`src/sv/ufd_pkg.sv`:
```
package ufd_pkg;

  localparam logic CMD_RX   = 1'b0;
  localparam logic CMD_READ = 1'b1;

  localparam logic KIND_REPORT = 1'b0;
  localparam logic KIND_READ   = 1'b1;

  localparam logic [1:0] ST_GOOD = 2'd0;
  localparam logic [1:0] ST_TAIL = 2'd1;
  localparam logic [1:0] ST_CRC  = 2'd2;

  localparam logic REG_HEAD = 1'b0;
  localparam logic REG_TAIL = 1'b1;

  localparam logic [7:0]  HEAD_RESET  = 8'hAA;
  localparam logic [7:0]  TAIL_RESET  = 8'h55;
  localparam logic [7:0]  MIN_LEN     = 8'd3;
  localparam logic [7:0]  CRC_MIN_LEN = 8'd6;
  localparam logic [15:0] CRC_POLY    = 16'h1021;

  typedef enum logic [1:0] {
    PH_IDLE = 2'd0,
    PH_LEN  = 2'd1,
    PH_BODY = 2'd2
  } phase_t;

  typedef struct packed {
    logic       en;
    logic [7:0] addr;
    logic [7:0] data;
  } ufd_wr_t;

  typedef struct packed {
    logic       done;
    logic [1:0] status;
    logic [7:0] length;
    logic [7:0] ftype;
  } ufd_result_t;

  function automatic logic [15:0] crc16_byte(input logic [15:0] crc, input logic [7:0] b);
    logic [15:0] c;
    int k;
    c = crc ^ {b, 8'h00};
    for (k = 0; k < 8; k++) begin
      c = c[15] ? ({c[14:0], 1'b0} ^ CRC_POLY) : {c[14:0], 1'b0};
    end
    return c;
  endfunction

endpackage

```
`src/sv/ufd_ram.sv`:
```
module ufd_ram #(
  parameter int WIDTH = 8,
  parameter int DEPTH = 128
) (
  input  logic                     clk,
  input  logic                     we,
  input  logic [$clog2(DEPTH)-1:0] waddr,
  input  logic [WIDTH-1:0]         wdata,
  input  logic                     re,
  input  logic [$clog2(DEPTH)-1:0] raddr,
  output logic [WIDTH-1:0]         rdata
);

  logic [WIDTH-1:0] mem [DEPTH];

  always_ff @(posedge clk) begin
    if (we) begin
      mem[waddr] <= wdata;
    end
    if (re) begin
      rdata <= mem[raddr];
    end
  end

endmodule

```
`src/sv/ufd_parser.sv`:
```
module ufd_parser #(
  parameter int MAX_FRAME_BYTES = 128
) (
  input  logic                clk,
  input  logic                rst,
  input  logic                rx_en,
  input  logic [7:0]          rx_byte,
  input  logic [7:0]          head_byte,
  input  logic [7:0]          tail_byte,
  output ufd_pkg::ufd_wr_t     wr,
  output ufd_pkg::ufd_result_t res
);

  localparam logic [7:0] MAX_LEN = 8'(MAX_FRAME_BYTES);

  ufd_pkg::phase_t phase, phase_next;
  logic [7:0]  byte_position, byte_position_next;
  logic [7:0]  expected_length, expected_length_next;
  logic [15:0] running_crc, running_crc_next;
  logic [15:0] received_crc, received_crc_next;
  logic [7:0]  type_byte, type_byte_next;

  logic [8:0] pos9, len9;
  logic [7:0] pos_inc;

  assign pos9    = {1'b0, byte_position};
  assign len9    = {1'b0, expected_length};
  assign pos_inc = byte_position + 8'd1;

  always_comb begin
    phase_next           = phase;
    byte_position_next   = byte_position;
    expected_length_next = expected_length;
    running_crc_next     = running_crc;
    received_crc_next    = received_crc;
    type_byte_next       = type_byte;
    wr                   = '{en: 1'b0, addr: byte_position, data: rx_byte};
    res                  = '{done: 1'b0, status: ufd_pkg::ST_GOOD,
                             length: expected_length, ftype: type_byte};
    if (rx_en) begin
      unique case (phase)
        ufd_pkg::PH_IDLE: begin
          if (rx_byte == head_byte) begin
            wr.en                = 1'b1;
            wr.addr              = 8'd0;
            byte_position_next   = 8'd1;
            expected_length_next = 8'd0;
            running_crc_next     = 16'd0;
            received_crc_next    = 16'd0;
            phase_next           = ufd_pkg::PH_LEN;
          end
        end
        ufd_pkg::PH_LEN: begin
          wr.en = 1'b1;
          if (rx_byte < ufd_pkg::MIN_LEN || rx_byte > MAX_LEN) begin
            phase_next           = ufd_pkg::PH_IDLE;
            byte_position_next   = 8'd0;
            expected_length_next = 8'd0;
          end else begin
            expected_length_next = rx_byte;
            byte_position_next   = pos_inc;
            phase_next           = ufd_pkg::PH_BODY;
          end
        end
        ufd_pkg::PH_BODY: begin
          wr.en = 1'b1;
          if (byte_position == 8'd2) begin
            type_byte_next = rx_byte;
          end
          if (byte_position >= 8'd3 && (pos9 + 9'd3) < len9) begin
            running_crc_next = ufd_pkg::crc16_byte(running_crc, rx_byte);
          end
          if ((pos9 + 9'd3) == len9) begin
            received_crc_next[7:0] = rx_byte;
          end
          if ((pos9 + 9'd2) == len9) begin
            received_crc_next[15:8] = rx_byte;
          end
          byte_position_next = pos_inc;
          if (pos_inc >= expected_length) begin
            res.done  = 1'b1;
            res.ftype = type_byte_next;
            if (rx_byte != tail_byte) begin
              res.status = ufd_pkg::ST_TAIL;
            end else if (expected_length < ufd_pkg::CRC_MIN_LEN ||
                         running_crc != received_crc) begin
              res.status = ufd_pkg::ST_CRC;
            end else begin
              res.status = ufd_pkg::ST_GOOD;
            end
            phase_next           = ufd_pkg::PH_IDLE;
            byte_position_next   = 8'd0;
            expected_length_next = 8'd0;
          end
        end
        default: begin
          phase_next           = ufd_pkg::PH_IDLE;
          byte_position_next   = 8'd0;
          expected_length_next = 8'd0;
        end
      endcase
    end
  end

  always_ff @(posedge clk) begin
    if (rst) begin
      phase           <= ufd_pkg::PH_IDLE;
      byte_position   <= 8'd0;
      expected_length <= 8'd0;
      running_crc     <= 16'd0;
      received_crc    <= 16'd0;
      type_byte       <= 8'd0;
    end else begin
      phase           <= phase_next;
      byte_position   <= byte_position_next;
      expected_length <= expected_length_next;
      running_crc     <= running_crc_next;
      received_crc    <= received_crc_next;
      type_byte       <= type_byte_next;
    end
  end

endmodule

```
`src/sv/uart_frame_deframer_crc16.sv`:
```
// channel  dir  transaction                 tdata (low bit up)                     tuser
// s_axis   in   byte or store read          rx_byte, read_index, pad               cmd
// m_axis   out  frame report or read reply  frame_status, frame_length,            result_kind
//                                           frame_type, read_byte, pad
// cfg      in   register write              cfg_data                               -
//
// one transaction per cycle in and out unless the output stalls; results pass through stage one and the output register
// parser state updates in the accept cycle; frame store written or read there too
// store read data arrives in the next cycle from the synchronous ram port
// rst is synchronous, active high; no clearing pass, the store starts undefined
// a stalled output holds the pending result
// s_axis_tready drops while both stages hold results and m_axis_tready is low
module uart_frame_deframer_crc16 #(
  parameter int MAX_FRAME_BYTES = 128
) (
  input  logic        clk,
  input  logic        rst,
  input  logic        s_axis_tvalid,
  output logic        s_axis_tready,
  input  logic [15:0] s_axis_tdata,   // rx_byte[7:0], read_index[14:8], zero[15]
  input  logic        s_axis_tuser,   // cmd
  output logic        m_axis_tvalid,
  input  logic        m_axis_tready,
  output logic [31:0] m_axis_tdata,   // frame_status[1:0], frame_length[9:2],
                                      // frame_type[17:10], read_byte[25:18], zero[31:26]
  output logic        m_axis_tuser,   // result_kind
  input  logic        cfg_we,
  input  logic        cfg_index,
  input  logic [7:0]  cfg_data
);

  localparam int         AW      = $clog2(MAX_FRAME_BYTES);
  localparam logic [7:0] MAX_LEN = 8'(MAX_FRAME_BYTES);

  logic [7:0] head_byte, tail_byte;

  logic       accept;
  logic       rx_en;
  logic       rd_en;
  logic [7:0] ridx_ext;
  logic [7:0] ram_rdata;

  ufd_pkg::ufd_wr_t     wr;
  ufd_pkg::ufd_result_t res;

  logic       s1_valid, s1_kind, s1_inrange, s1_adv;
  logic [1:0] s1_status;
  logic [7:0] s1_len, s1_type;

  logic [1:0] m_status;
  logic [7:0] m_len, m_type, m_read_byte;

  assign accept   = s_axis_tvalid && s_axis_tready;
  assign rx_en    = accept && (s_axis_tuser == ufd_pkg::CMD_RX);
  assign rd_en    = accept && (s_axis_tuser == ufd_pkg::CMD_READ);
  assign ridx_ext = {1'b0, s_axis_tdata[14:8]};

  assign s1_adv        = s1_valid && (!m_axis_tvalid || m_axis_tready);
  assign s_axis_tready = !s1_valid || s1_adv;

  always_ff @(posedge clk) begin
    if (rst) begin
      head_byte <= ufd_pkg::HEAD_RESET;
      tail_byte <= ufd_pkg::TAIL_RESET;
    end else if (cfg_we) begin
      unique case (cfg_index)
        ufd_pkg::REG_HEAD: head_byte <= cfg_data;
        ufd_pkg::REG_TAIL: tail_byte <= cfg_data;
        default: ;
      endcase
    end
  end

  ufd_parser #(
    .MAX_FRAME_BYTES(MAX_FRAME_BYTES)
  ) u_parser (
    .clk      (clk),
    .rst      (rst),
    .rx_en    (rx_en),
    .rx_byte  (s_axis_tdata[7:0]),
    .head_byte(head_byte),
    .tail_byte(tail_byte),
    .wr       (wr),
    .res      (res)
  );

  ufd_ram #(
    .WIDTH(8),
    .DEPTH(MAX_FRAME_BYTES)
  ) u_store (
    .clk  (clk),
    .we   (wr.en),
    .waddr(wr.addr[AW-1:0]),
    .wdata(wr.data),
    .re   (rd_en),
    .raddr(ridx_ext[AW-1:0]),
    .rdata(ram_rdata)
  );

  always_ff @(posedge clk) begin
    if (rst) begin
      s1_valid <= 1'b0;
    end else if (rd_en || res.done) begin
      s1_valid <= 1'b1;
    end else if (s1_adv) begin
      s1_valid <= 1'b0;
    end
  end

  always_ff @(posedge clk) begin
    if (rd_en) begin
      s1_kind    <= ufd_pkg::KIND_READ;
      s1_status  <= ufd_pkg::ST_GOOD;
      s1_len     <= 8'd0;
      s1_type    <= 8'd0;
      s1_inrange <= ridx_ext < MAX_LEN;
    end else if (res.done) begin
      s1_kind    <= ufd_pkg::KIND_REPORT;
      s1_status  <= res.status;
      s1_len     <= res.length;
      s1_type    <= res.ftype;
      s1_inrange <= 1'b0;
    end
  end

  always_ff @(posedge clk) begin
    if (rst) begin
      m_axis_tvalid <= 1'b0;
    end else if (s1_adv) begin
      m_axis_tvalid <= 1'b1;
    end else if (m_axis_tready) begin
      m_axis_tvalid <= 1'b0;
    end
  end

  always_ff @(posedge clk) begin
    if (s1_adv) begin
      m_axis_tuser <= s1_kind;
      m_status     <= s1_status;
      m_len        <= s1_len;
      m_type       <= s1_type;
      m_read_byte  <= (s1_kind == ufd_pkg::KIND_READ && s1_inrange) ? ram_rdata : 8'd0;
    end
  end

  assign m_axis_tdata = {6'd0, m_read_byte, m_type, m_len, m_status};

`ifndef SYNTHESIS
  a_s1_hold: assert property (@(posedge clk) disable iff (rst)
    (s1_valid && !s1_adv) |=> s1_valid)
    else $error("pending result lost from stage one");

  a_read_slot: assert property (@(posedge clk) disable iff (rst)
    rd_en |-> (!s1_valid || s1_adv))
    else $error("store read issued while stage one is blocked");

  a_one_source: assert property (@(posedge clk) disable iff (rst)
    !(rd_en && (wr.en || res.done)))
    else $error("read and parser activity in the same cycle");

  a_wr_range: assert property (@(posedge clk) disable iff (rst)
    wr.en |-> (wr.addr < MAX_LEN))
    else $error("frame store write beyond its depth");
`endif

endmodule
```
`config.mk`:
```
export PLATFORM = sky130hd
export DESIGN_NAME = uart_frame_deframer_crc16
export DESIGN_NICKNAME = d
export VERILOG_FILES = /design/src/sv/ufd_pkg.sv /design/src/sv/ufd_ram.sv /design/src/sv/ufd_parser.sv /design/src/sv/uart_frame_deframer_crc16.sv
export SDC_FILE = /design/constraint.sdc
export NUM_CORES = 1
export LEC_CHECK = 0
export BUFFER_PORTS_ARGS = -buffer_cell sky130_fd_sc_hd__clkbuf_2
export CORE_MARGIN = 1.5
export CORE_UTILIZATION = 35
export DETAILED_ROUTE_END_ITERATION = 8
export PLACE_DENSITY = 0.55
export SLEW_MARGIN = 20
export SYNTH_ARGS = -nofsm -noshare
export SYNTH_HDL_FRONTEND = slang
export SYNTH_SLANG_ARGS = --single-unit
```
`constraint.sdc`:
```
create_clock -name clk -period 2.9 [get_ports clk]
set_input_delay 0.29 -clock clk [delete_from_list [all_inputs] [get_ports clk]]
set_output_delay 0.29 -clock clk [all_outputs]
set_load 0.005 [all_outputs]
```
== Word-level counts from Yosys, hierarchy flattened ==
Memories as Yosys holds them, arrays and structs flattened. A register that Yosys moved wholly into a read port is not among the register bits.
Index checks and enable logic that the tools add are counted.
Word-level totals
  flip-flop bits (word level): 123
  bits in latches: 0
  bits in writable memories: 1024
  bits in read-only memories: 0
  input bits: 31
  output and inout port bits: 35
  logic and storage cells: 130
  memories: 1
Operators by class
  add/subtract/negate cells: 3
  multiply operators: 0
  div/mod/pow operators: 0
  $lt $le $gt $ge: 7
  eq/ne operators: 13
  shifts and indexed selects: 0
  muxes and demuxes: 47
  bitwise operators: 11
  reductions and logical operators: 27
Memory list
  u_store.mem: depth 128, bits a word 8, read ports 1, clocked after Yosys merged registers in 1, write ports 1, line ufd_ram.sv:14  | logic [WIDTH-1:0] mem [DEPTH];
Operators with widths (number)
  $mux 13: 8
  $mux 8: 13
  $pmux 16 s2: 2
  $pmux 8 s3: 2
  $mux 16: 2
  $not 3->3: 8
  $add 8x2->9 const B: 2
  $eq 9x8->1: 2
  $mux 9: 2
  $ne 16x16->1: 1
  $xor 16x16->16: 1
  $reduce_and 4->1: 3
  $mux 2: 5
  $ne 2x1->1 const B: 5
  $lt 9x8->1: 1
  $mux 3: 3
  $add 8x1->8 const B: 1
  $eq 8x2->1 const B: 1
  $eq 8x8->1: 1
  $ge 8x2->1 const B: 1
  $ge 8x8->1: 1
  $gt 8x8->1 const B: 1
  $lt 7x8->1 const B: 1
  $lt 8x2->1 const B: 1
  other kinds (16): 40

== Logic depth before layout (Yosys ltp) ==
Gate-level depths: netlist (run 1).
  depth in word-level cells: 19
  mapped depth: 14
  mapped depth without buffers: 12

== Modules after synthesis ==
Synthesis (run 1) repeated with hierarchy kept, for this count alone.
Second synthesis, totals
  cell total of the unflattened synthesis: 2266
  area, all modules: 46016.6 um^2
Modules (own cells, without submodules)
  ufd_ram: times used 1, cells an instance 1635, area an instance 39745.6 um^2, sequential area each 30989.7 um^2
  ufd_parser: times used 1, cells an instance 445, area an instance 3946.3 um^2, sequential area each 1161.1 um^2
  uart_frame_deframer_crc16: times used 1, cells an instance 186, area an instance 2324.7 um^2, sequential area each 1581.5 um^2

== Worst setup path before layout (run 1) ==
Ideal clock, no wire load.
  path kind: register -> register
  start: register u_parser.byte_position[1]
  end: register u_parser.running_crc[14]
  setup time: 0.117 ns
  arrival time: 3.041 ns
  required time: 2.783 ns
  slack: -0.258 ns
  cell stages (with the launch flop): 13
  buffers on the path: 1
  period minus slack after synthesis: 3.158 ns
  cell sequence: dfxtp_1 inv_1 ha_1 nand3b_1 nor2_1 xor2_1 ha_1 a2111oi_0 a21oi_1 or4_4 a21o_1 buf_6 a22o_1
Between the ends
  cells in the longest elaborated chain, start to end: 5
  elaborated cells on any way between the ends: 6
  those cells by class: 1 x add/sub; 2 x order compare; 1 x eq/ne; 2 x reduce/logical
RTL lines
  from (decl): line ufd_parser.sv:17  | logic [7:0] byte_position, byte_position_next;
  from (signal assigned): line ufd_parser.sv:115  | byte_position <= byte_position_next;
  $add 8x2->9: line ufd_parser.sv:70  | if (byte_position >= 8'd3 && (pos9 + 9'd3) < len9) begin
  $lt 9x8->1: line ufd_parser.sv:70
  $logic_and 1x1->1 (*): line ufd_parser.sv:70
  $ne 2x1->1 (no line) (*)
  $reduce_and 4->1 (no line) (*)
  to (signal assigned): line ufd_parser.sv:117  | running_crc <= running_crc_next;
  to (decl): line ufd_parser.sv:19  | logic [15:0] running_crc, running_crc_next;
Mark *: on every way between the ends. The rest lies on a longest branch, timed or not.
A chain may end at the register's enable or synchronous reset.

== Final worst setup path (run 1) ==
  start: register u_parser.byte_position[0]
  end: register u_parser.running_crc[14]
Same word-level chain as after synthesis.

==> results of run 1 <==
## synthesized netlist by cell type, drive strengths merged (30+ instances only)
cell type     n  area share
nor2        203       0.017
a211oi       44      0.0072
clkbuf       65      0.0053
dfxtp        95       0.041
a22oi        90       0.015
nand2        33      0.0027
mux2i       189       0.041
edfxtp     1060        0.69
buf          92       0.011
nor2b        35      0.0048
nand4        30      0.0041
mux4        200       0.098
nand3        50      0.0055
xnor2        44      0.0084
xor2         32      0.0061
## registers in the layout (all words and copies together) (netlist names), 2 cells and up
name                      flops
u_store.mem                1024
u_parser.received_crc        16
u_parser.running_crc         16
head_byte                     8
m_len                         8
m_read_byte                   8
m_type                        8
s1_len                        8
s1_type                       8
tail_byte                     8
u_parser.byte_position        8
u_parser.expected_length      8
u_parser.type_byte            8
u_store.rdata                 8
m_status                      2
s1_status                     2
u_parser.phase                2
## cell type report
| cell class | count | area, sq um | area share |
|---|---|---|---|
| Inverter | 17 | 68.8 | 0.00126 |
| Sequential cell | 1155 | 33700 | 0.618 |
| Multi-Input combinational cell | 1196 | 11700 | 0.214 |
| Tap cell | 1742 | 2180 | 0.0399 |
| Timing Repair Buffer | 359 | 3210 | 0.0587 |
| Clock inverter | 60 | 537 | 0.00983 |
| Antenna cell | 1 | 2.50 | 0.0000458 |
| Clock buffer | 158 | 3190 | 0.0584 |
## cell families after synthesis
| logic type | synth area share |
|---|---|
| AOI/OAI and AO/OA | 0.0415 |
| xor gates and xnor gates | 0.0145 |
| buffers and inverters | 0.0178 |
| other | 0.0000814 |
| and+or+nand+nor | 0.0461 |
| adders and majority gates | 0.00652 |
| muxes | 0.141 |
| DFF | 0.733 |
## where the power goes
part,total [W],switching [W],internal [W]
sequential,0.0182,0.0000201,0.0182
combinational,0.00166,0.00101,0.000650
clock,0.0147,0.00620,0.00846
## worst register-to-register path, delay by kind of cell, from the launching register on
| kind | cells | cell delay [ns] |
|---|---|---|
| buffers and inverters | 1 | 0.04 |
| DFF | 1 | 0.36 |
| and+or+nand+nor | 3 | 0.79 |
| adders and majority gates | 2 | 0.44 |
| xor gates and xnor gates | 1 | 0.16 |
| AOI/OAI and AO/OA | 4 | 1.01 |
## through the flow
step	hold slack, ns	worst slack, ns	TNS (ns)	area, sq um	instances
after floorplan	0.389	-0.0254	-0.254	46100	2525
after global placement	0.427	-0.176	-3.01	50500	4449
after detailed placement	0.424	-0.152	-2.43	50500	4449
after CTS	0.0913	-0.0583	-0.575	54300	4679
after global routing	0.142	-0.181	-3.23	54600	4687
final	0.152	-0.0290	-0.211	54600	4688
## routing by layer
layer / GRT usage / vias up / routed length, um
met2: 0.277 / 732 / 55900
li1: - / 10800 / -
met1: 0.232 / 12700 / 50000
met4: 0.0540 / 2 / 3110
met3: 0.0307 / 165 / 7080
met5: 0 / - / 13
## worst paths after layout
| check | endpoint | slack (ns) |
|---|---|---|
| worst max-delay path | u_parser.running_crc[14] | -0.03 |
| worst min-delay path | u_parser.type_byte[3] | 0.15 |
| worst max register to register | u_parser.running_crc[14] | -0.03 |
| worst min register to register | m_len[6] | 0.43 |
## timing repair
item / CTS / global route
hold buffers: 12 / 0
buffers inserted: 0 / 5
gates cloned: 0 / 3
setup endpoints to repair: 29 / 163
endpoints found under the hold margin: 18 / 0
pin swaps: 0 / 12
resized for setup: 4 / 33
==> flow_metrics.py, run 1 <==
metrics = {
    "floorplan": {
        "start_util": 0.354,
        "die_w_um": 366,
        "core_sq_um": 130000,
        "die_area_sq_um": 134000,
        "fp-row-count": 132,
        "dieHeight_um": 366,
        "io_pins": 66,
    },
    "layout": {
        "final_cell_mix": "edfxtp_1 (1,060), buf_4 (249), mux4_2 (200), nor2_1 (198), mux2i_1 (189)",
        "fin_util": 0.420,
        "drive_above_1_share": 0.259,
        "layout_commonest_cell": "edfxtp_1",
        "area_growth_pct": 18.5,
        "nFillCells": 11400,
        "fin_nets": 2902,
    },
    "sta": {
        "final.period_utilization": 1.01,
        "fin_ws_ns": -0.0290,
        "tightest_slew_ns": 0.922,
        "slew_headroom": 0.385,
        "slew_viol_final": 0,
        "rsz0062_at_grt": "true",
        "final.min_clock_period_ns": 2.93,
        "setup_viol_count_final": 15,
        "hold_viol_final": 0,
        "max_freq_mhz": 341,
        "finClkSkew_ns": 0.0362,
    },
    "synthesis": {
        "synth_cells": 2520,
        "synth_edf_count": 1060,
        "ys_ff_latch": 1155,
        "yosys_warnings": 0,
        "async_reset_ff_frac": 0,
        "ys.flop_type": "edfxtp_1",
        "ys_types": 66,
        "avgSynthCellArea_sq_um": 18.3,
        "ys_seq_area_frac": 0.733,
        "synthesis.area_sq_um": 46000,
    },
    "cts": {
        "cts_root_buffer": "clkbuf_16",
        "clk_pin_slew_ns": 0.06,
        "cts_tree": "built",
        "cts_max_level": 3,
        "clock_latency_ns": 0.70,
        "cts_buffers": 118,
        "clock-sinks": 1155,
        "cts_buffer_depth": 3,
    },
    "critical_path": {
        "crit_chain": "inv_4 > ha_4 > nand3b_1 > nor2_2 > xor2_1 > ha_1 > a2111oi_2 > a21oi_1 > or4_4 > a21o_4 > a22o_1",
        "path_delay_family": "compound AO/OA/AOI/OAI gates",
        "end_kind": "flip-flop",
        "slowest_delay_ns": 0.44,
        "crit_buf_inv": 1,
        "startpoint_type": "flip-flop",
        "path_depth": 11,
        "worst-path-max-fanout": 16,
        "required_ns": 3.48,
        "rr_startpoint": "u_parser.byte_position[0]",
        "ff2ff_path_depth": 11,
        "cp_slowest_cell": "or4_4",
        "cp-startpoint": "u_parser.byte_position[0]",
        "worstPathArrival_ns": 3.51,
        "worstSetupPathType": "reg -> reg",
    },
    "global_routing": {
        "grt_max_degree": 135,
        "grt_overflow": 0,
        "grt_pass1_wl_um": 168000,
        "antenna_found_initial": 7,
        "grt_pass1_vias": 24800,
        "grt_usage": 0.170,
    },
    "pwr": {
        "power_w": 0.0345,
        "p_leak_nw": 18.1,
        "max-vdd-ir-drop_uv": 450,
        "powerDensity_nw_per_um2": 633,
    },
    "detailed_routing": {
        "drtIter0Drc": 2127,
        "wl_um": 116000,
        "antenna_left": 0,
        "vias": 24300,
        "vias_per_cell": 5.19,
        "drc": 0,
        "drt-wirelength-per-cell_um": 24.8,
        "drt_pre_antenna_iters": 5,
    },
    "outcome": {
        "failed_checks": "negative setup slack",
        "status": "complete, but fails checks",
    },
    "place": {
        "gp_congestion": 0.854,
        "dp_hpwl_um": 74800,
        "io_buffers": 58,
    },
    "worst_hold_path": {
        "min-delay-path-class": "in -> reg",
        "hold_start": "s_axis_tuser",
        "whs_path_depth": 4,
    },
    "run": {
        "maxCapViolCount": 0,
    },
}
Note: power is estimated with default switching activity, not from simulation.
==> run 2: changes to the inputs <==
--- a/config.mk
+++ b/config.mk
@@ -9,7 +9,8 @@
 export CORE_MARGIN = 1.5
 export CORE_UTILIZATION = 35
 export DETAILED_ROUTE_END_ITERATION = 8
-export PLACE_DENSITY = 0.55
+export PLACE_DENSITY = 0.53
+export REMOVE_ABC_BUFFERS = 1
 export SLEW_MARGIN = 20
 export SYNTH_ARGS = -nofsm -noshare
 export SYNTH_HDL_FRONTEND = slang
==> constraint.sdc (replaced) <==
create_clock -name clk -period 3.3 [get_ports clk]
set_input_delay 0.33 -clock clk [delete_from_list [all_inputs] [get_ports clk]]
set_output_delay 0.33 -clock clk [all_outputs]
set_load 0.005 [all_outputs]
==> run 2 against run 1 <==
Against the previous run:
- the run now ends clean
- first-iteration DRC count fell by 1.4%
- highest routed layer unchanged
- flip-flop and latch count is the same
- combinational power fell by 15%
==> flow_metrics.py, run 2 (synthesis gave the netlist of run 1 again) <==
metrics = {
    "place": {
        "dp_hpwl_um": 75100,
        "gp_congestion": 0.821,
        "io_buffers": 58,
        "dp_cells": 4438,
    },
    "floorplan": {
        "core_sq_um": 130000,
        "start_util": 0.354,
        "io_pins": 66,
        "fp-row-count": 132,
        "die_area_sq_um": 134000,
        "dieHeight_um": 366,
        "die_w_um": 366,
    },
    "layout": {
        "final_cell_count_no_fill": 4676,
        "area_growth_pct": 17.9,
        "final_cell_mix": "edfxtp_1 (1,060), buf_4 (264), mux4_2 (200), nor2_1 (199), mux2i_1 (189)",
        "drive_above_1_share": 0.253,
        "top_regs": "u_store.mem x1024, u_parser.received_crc x16, u_parser.running_crc x16",
        "regArea_sq_um": 33700,
        "top_register": "u_store.mem",
        "layout_commonest_cell": "edfxtp_1",
        "largest_register_ffs": 1024,
        "nFillCells": 11500,
        "multi_input_area_sq_um": 11600,
        "fin_nets": 2885,
    },
    "pwr": {
        "max-vdd-ir-drop_uv": 390,
        "clockPowerShare": 0.440,
        "switching_share": 0.207,
        "power.internal_w": 0.0247,
        "seqPwrFrac": 0.514,
        "switchingPower_w": 0.00645,
        "powerDensity_nw_per_um2": 573,
        "power_frac_comb": 0.045,
        "p_leak_nw": 18.0,
    },
    "critical_path": {
        "slowest_delay_ns": 0.44,
        "cp-startpoint": "u_parser.byte_position[1]",
        "cp_slowest_cell": "or4_4",
        "startpoint_type": "flip-flop",
        "end_kind": "flip-flop",
        "crit_chain": "inv_1 > ha_1 > nand3b_1 > nor2_1 > xor2_1 > ha_1 > a2111oi_2 > buf_4 > a21oi_1 > or4_4 > buf_4 > nor3_4 > buf_12 > a22o_1",
        "worstPathArrival_ns": 3.80,
        "r2r-end": "u_parser.running_crc[9]",
        "rr_startpoint": "u_parser.byte_position[1]",
        "ff2ff_path_depth": 14,
        "required_ns": 3.94,
        "worstSetupPathType": "reg -> reg",
        "rrSetupSlack_ns": 0.14,
        "worst-path-max-fanout": 16,
    },
    "sta": {
        "slew_viol_final": 0,
        "slew_headroom": 0.289,
        "tightest_slew_ns": 1.07,
        "final.period_utilization": 0.959,
        "finClkSkew_ns": 0.0291,
        "final.min_clock_period_ns": 3.16,
        "setup_viol_count_final": 0,
        "rsz0062_at_grt": "true",
        "hold_viol_final": 0,
        "hold_slack_ns": 0.173,
        "max_freq_mhz": 316,
    },
    "worst_hold_path": {
        "whs_path_depth": 2,
        "holdPathEnd": "u_store.rdata[7]",
        "hold_start": "s_axis_tdata[11]",
        "min-delay-path-class": "in -> reg",
    },
    "detailed_routing": {
        "vias": 24100,
        "drc": 0,
        "drtIter0Drc": 2097,
        "vias_per_cell": 5.16,
        "drt-wirelength-per-cell_um": 24.8,
        "wl_um": 116000,
        "antenna_left": 0,
        "drt_pre_antenna_iters": 5,
    },
    "global_routing": {
        "grt_pass1_wl_um": 169000,
        "grt_overflow": 0,
        "grt_usage": 0.171,
        "met1_usage": 0.230,
        "grt_max_degree": 102,
        "antenna_found_initial": 11,
        "grtUsageMet2": 0.281,
        "use_met3": 0.0355,
        "top_usage_layer": "met2",
        "grt_pass1_vias": 24900,
    },
    "cts": {
        "cts_buffer_depth": 3,
        "cts_root_buffer": "clkbuf_16",
        "cts_buffers": 119,
        "clock-sinks": 1155,
        "cts_max_level": 3,
        "clk_pin_slew_ns": 0.06,
        "cts_tree": "built",
        "clock_latency_ns": 0.71,
    },
    "outcome": {
        "status": "finished clean",
    },
    "run": {
        "maxCapViolCount": 0,
    },
}
run 2: cell count changes in the layout (fill, tap and decap cells not counted), sizes merged:
cell	before	now
clkinvlp	4	10
buf	298	282
clkbuf	207	186
bufinv	9	18
clkinv	43	53
run 2: stage by stage:
step | worst slack (ns) | total power (W) | TNS [ns] | cell area, sq um | utilization
after floorplan | -1.89 | 0.0169 | -36.61 | 45300 | -
after global placement | -0.0758 | 0.0177 | -1.18 | 50100 | 0.385
after detailed placement | 0.0168 | 0.0177 | 0 | 50100 | 0.385
after CTS | 0.0745 | 0.0314 | 0 | 54200 | 0.417
after global routing | -0.0420 | 0.0321 | -0.229 | 54300 | 0.417
final | 0.137 | 0.0311 | 0 | 54300 | 0.417
run 2: worst max-delay path by stage:
stage	end
floorplan	s1_inrange
global placement	u_parser.running_crc[12]
detailed placement	u_store.mem[58][7]
CTS	u_parser.running_crc[9]
global route	u_parser.running_crc[9]
finish	u_parser.running_crc[9]
run 2: what timing repair did:
| item | in CTS | in global routing |
|---|---|---|
| gates resized for setup | 1 | 10 |
| hold buffers | 12 | 0 |
| buffers inserted | 0 | 1 |
| endpoints found under the setup margin | 2 | 58 |
| hold endpoints to repair | 18 | 0 |
| pin swaps | 0 | 3 |
run 2: cell type report:
cell class,instances,area share
Sequential cell,1155,0.622
Multi-Input combinational cell,1196,0.213
Clock buffer,139,0.0574
Timing Repair Buffer,341,0.0495
Tap cell,1742,0.0402
Clock inverter,85,0.0167
Inverter,17,0.00118
Antenna cell,1,0.0000461
run 2: metal layers:
layer | wire length (um) | share of wire
met5 | 36 | 0.00031
met4 | 3110 | 0.027
met3 | 6910 | 0.060
met2 | 56000 | 0.48
met1 | 49700 | 0.43
run 2: critical path: cells and delay by family (launching register included):
| family | cells | cell delay, ns |
|---|---|---|
| simple gates | 4 | 1.02 |
| xor+xnor | 1 | 0.18 |
| fa+ha+maj | 2 | 0.49 |
| compound gates | 3 | 0.56 |
| buf+inv | 4 | 0.57 |
| flops | 1 | 0.33 |
run 2: power groups by stage:
| stage | Combinational (W) | Sequential [W] | Clock [W] |
|---|---|---|---|
| global placement | 0.00140 | 0.0163 | 0 |
| floorplan | 0.000547 | 0.0163 | 0 |
| detailed placement | 0.00143 | 0.0163 | 0 |
| CTS | 0.00144 | 0.0160 | 0.0140 |
| global route | 0.00152 | 0.0160 | 0.0145 |
| finish | 0.00141 | 0.0160 | 0.0137 |
==> run 3: changes to the inputs <==
--- a/config.mk
+++ b/config.mk
@@ -14,4 +14,5 @@
 export SLEW_MARGIN = 20
 export SYNTH_ARGS = -nofsm -noshare
 export SYNTH_HDL_FRONTEND = slang
+export SYNTH_HIERARCHICAL = 1
 export SYNTH_SLANG_ARGS = --single-unit
==> run 3 against run 2 <==
Against the previous run:
- sequential power about the same
- final cell count decreased by 4.2%
- first-iteration DRC count increased by 7.3%
- clock-buffer cell count increased by 5
- sequential share of layout area decreased by 0.57 points
- maximum frequency increased by 1.6%
- cell area increased by 0.93%
- global-route usage increased by 0.41 points
- clock power about the same
- total power decreased by 0.45%
- register-to-register slack improved by 0.05 ns
- critical path type unchanged
- largest cell class unchanged
- largest power group unchanged
- highest routed layer unchanged
==> flow_metrics.py, run 3 <==
metrics = {
    "cts": {
        "cts_max_level": 3,
        "clock-sinks": 1155,
        "clk_pin_slew_ns": 0.06,
        "cts_tree": "built",
        "cts_root_buffer": "clkbuf_16",
        "cts_buffers": 119,
        "cts_buffer_depth": 3,
        "clock_latency_ns": 0.78,
    },
    "place": {
        "dp_cells": 4238,
        "place_area_sq_um": 50600,
        "gp_congestion": 0.814,
        "dp_hpwl_um": 75800,
        "post-place-ws_ns": -0.265,
        "io_buffers": 58,
    },
    "critical_path": {
        "worst-path-max-fanout": 16,
        "end_kind": "flip-flop",
        "required_ns": 3.98,
        "crit_chain": "inv_1 > ha_1 > a21oi_1 > nor2_1 > xor2_1 > ha_1 > o21a_1 > o221a_2 > or4_1 > nor3_2 > buf_12 > a22o_1",
        "path_depth": 12,
        "rrSetupSlack_ns": 0.19,
        "crit_buf_inv": 2,
        "worstPathArrival_ns": 3.79,
        "rr_startpoint": "u_parser/byte_position[1]",
        "r2r-end": "u_parser/running_crc[3]",
        "cpMostUsedCell": "ha_1",
        "slowest_delay_ns": 0.48,
        "path_delay_family": "compound AO/OA/AOI/OAI gates",
        "cp_slowest_cell": "or4_1",
        "startpoint_type": "flip-flop",
        "worstSetupPathType": "reg -> reg",
        "ff2ff_path_depth": 12,
    },
    "floorplan": {
        "core_sq_um": 130000,
        "io_pins": 66,
        "fp-row-count": 132,
        "die_w_um": 366,
        "start_util": 0.354,
        "dieHeight_um": 366,
        "die_area_sq_um": 134000,
    },
    "sta": {
        "final.min_clock_period_ns": 3.11,
        "setup_tns_ns": 0,
        "max_freq_mhz": 321,
        "setup_viol_count_final": 0,
        "rsz0062_at_grt": "true",
        "final.period_utilization": 0.944,
        "slew_headroom": 0.310,
        "finClkSkew_ns": 0.0854,
        "hold_viol_final": 0,
        "slew_viol_final": 0,
        "fin_ws_ns": 0.186,
        "tightest_slew_ns": 1.04,
    },
    "global_routing": {
        "grt_overflow": 0,
        "antenna_found_initial": 12,
        "grt_pass1_wl_um": 168000,
        "grt_pass1_vias": 23900,
        "grt_usage": 0.176,
        "grt_max_degree": 98,
    },
    "detailed_routing": {
        "drtIter0Drc": 2251,
        "drc": 0,
        "wl_um": 116000,
        "antenna_left": 0,
        "vias": 23300,
        "drt_pre_antenna_iters": 5,
        "vias_per_cell": 5.19,
        "drt-wirelength-per-cell_um": 25.9,
    },
    "synthesis": {
        "avgSynthCellArea_sq_um": 20.3,
        "synth_cells": 2265,
        "yosys_warnings": 6,
        "synthesis.area_sq_um": 46000,
    },
    "layout": {
        "final_area_sq_um": 54800,
        "area_growth_pct": 19.0,
        "top_register": "u_store/mem",
        "top_regs": "u_store/mem x1024, u_parser/received_crc x16, u_parser/running_crc x16",
        "drive_above_1_share": 0.340,
        "final_cell_count_no_fill": 4479,
        "final_cell_mix": "edfxtp_1 (1,060), mux4_2 (336), buf_4 (289), nor2_1 (160), clkbuf_16 (121)",
        "fin_nets": 2691,
        "largest_register_ffs": 1024,
        "fin_util": 0.421,
        "layout_commonest_cell": "edfxtp_1",
    },
    "worst_hold_path": {
        "min-delay-path-class": "in -> reg",
        "hold_start": "cfg_index",
        "whs_path_depth": 3,
        "holdPathEnd": "tail_byte[4]",
    },
    "run": {
        "maxCapViolCount": 0,
    },
    "pwr": {
        "max-vdd-ir-drop_uv": 427,
        "powerDensity_nw_per_um2": 565,
        "p_leak_nw": 18.0,
    },
    "outcome": {
        "status": "finished clean",
    },
}
## run 3: how the worst max path moves through the flow
stage,from,end,slack [ns]
6_report,u_parser/byte_position[1],u_parser/running_crc[3],0.19
2_1_floorplan,u_parser/byte_position[1],u_parser/running_crc[0],0.12
3_5_place_dp,s_axis_tdata[5],u_store/mem[59][4],-0.26
5_1_grt,u_parser/byte_position[1],s1_len[5],-0.01
4_1_cts,head_byte[5],u_store/mem[61][4],0.04
3_3_place_gp,s_axis_tdata[5],u_store/mem[59][4],-0.30
## run 3: metal layers
layer | vias up | wire length (um) | GRT usage
met1 | 12500 | 51300 | 0.249
met4 | 6 | 1880 | 0.0426
met5 | - | 40 | 0
met2 | 677 | 55800 | 0.282
li1 | 10000 | - | -
met3 | 124 | 6840 | 0.0290
## run 3: area by class of cell
| cell class | instances | area (sq um) |
|---|---|---|
| Timing Repair Buffer | 387 | 3270 |
| Multi-Input combinational cell | 956 | 11600 |
| Sequential cell | 1155 | 33700 |
| Tap cell | 1742 | 2180 |
| Clock buffer | 144 | 3110 |
| Inverter | 17 | 63.8 |
| Clock inverter | 77 | 838 |
| Fill cell | 11300 | 75200 |
| Antenna cell | 1 | 2.50 |
## run 3: report_power, final
part	total, W	leakage (nW)	internal (W)	switching [W]
clock	0.0135	1.92	0.00776	0.00572
combinational	0.00148	5.73	0.000622	0.000857
sequential	0.0160	10.3	0.0160	0.0000193
total	0.0310	18.0	0.0244	0.00659
## run 3: worst register-to-register path, cell delays in order, from the launching register on
cell     delay (ns)
dfxtp_2        0.37
inv_1          0.14
ha_1           0.24
a21oi_1        0.31
nor2_1         0.09
xor2_1         0.15
ha_1           0.29
o21a_1         0.19
o221a_2        0.27
or4_1          0.48
nor3_2         0.21
buf_12         0.18
a22o_1         0.13
## run 3: per-stage QoR
stage	power [W]	hold slack (ns)
2_1_floorplan	0.0169	0.399
3_3_place_gp	0.0178	0.425
3_5_place_dp	0.0178	0.422
4_1_cts	0.0313	0.00407
5_1_grt	0.0320	0.0554
6_report	0.0310	0.0767
## run 3: what timing repair did
item / in CTS / in global routing
pin swaps: 0 / 1
endpoints found under the hold margin: 18 / 0
hold buffers: 16 / 0
endpoints found under the setup margin: 32 / 182
setup buffers: 0 / 2
gates resized for setup: 4 / 9
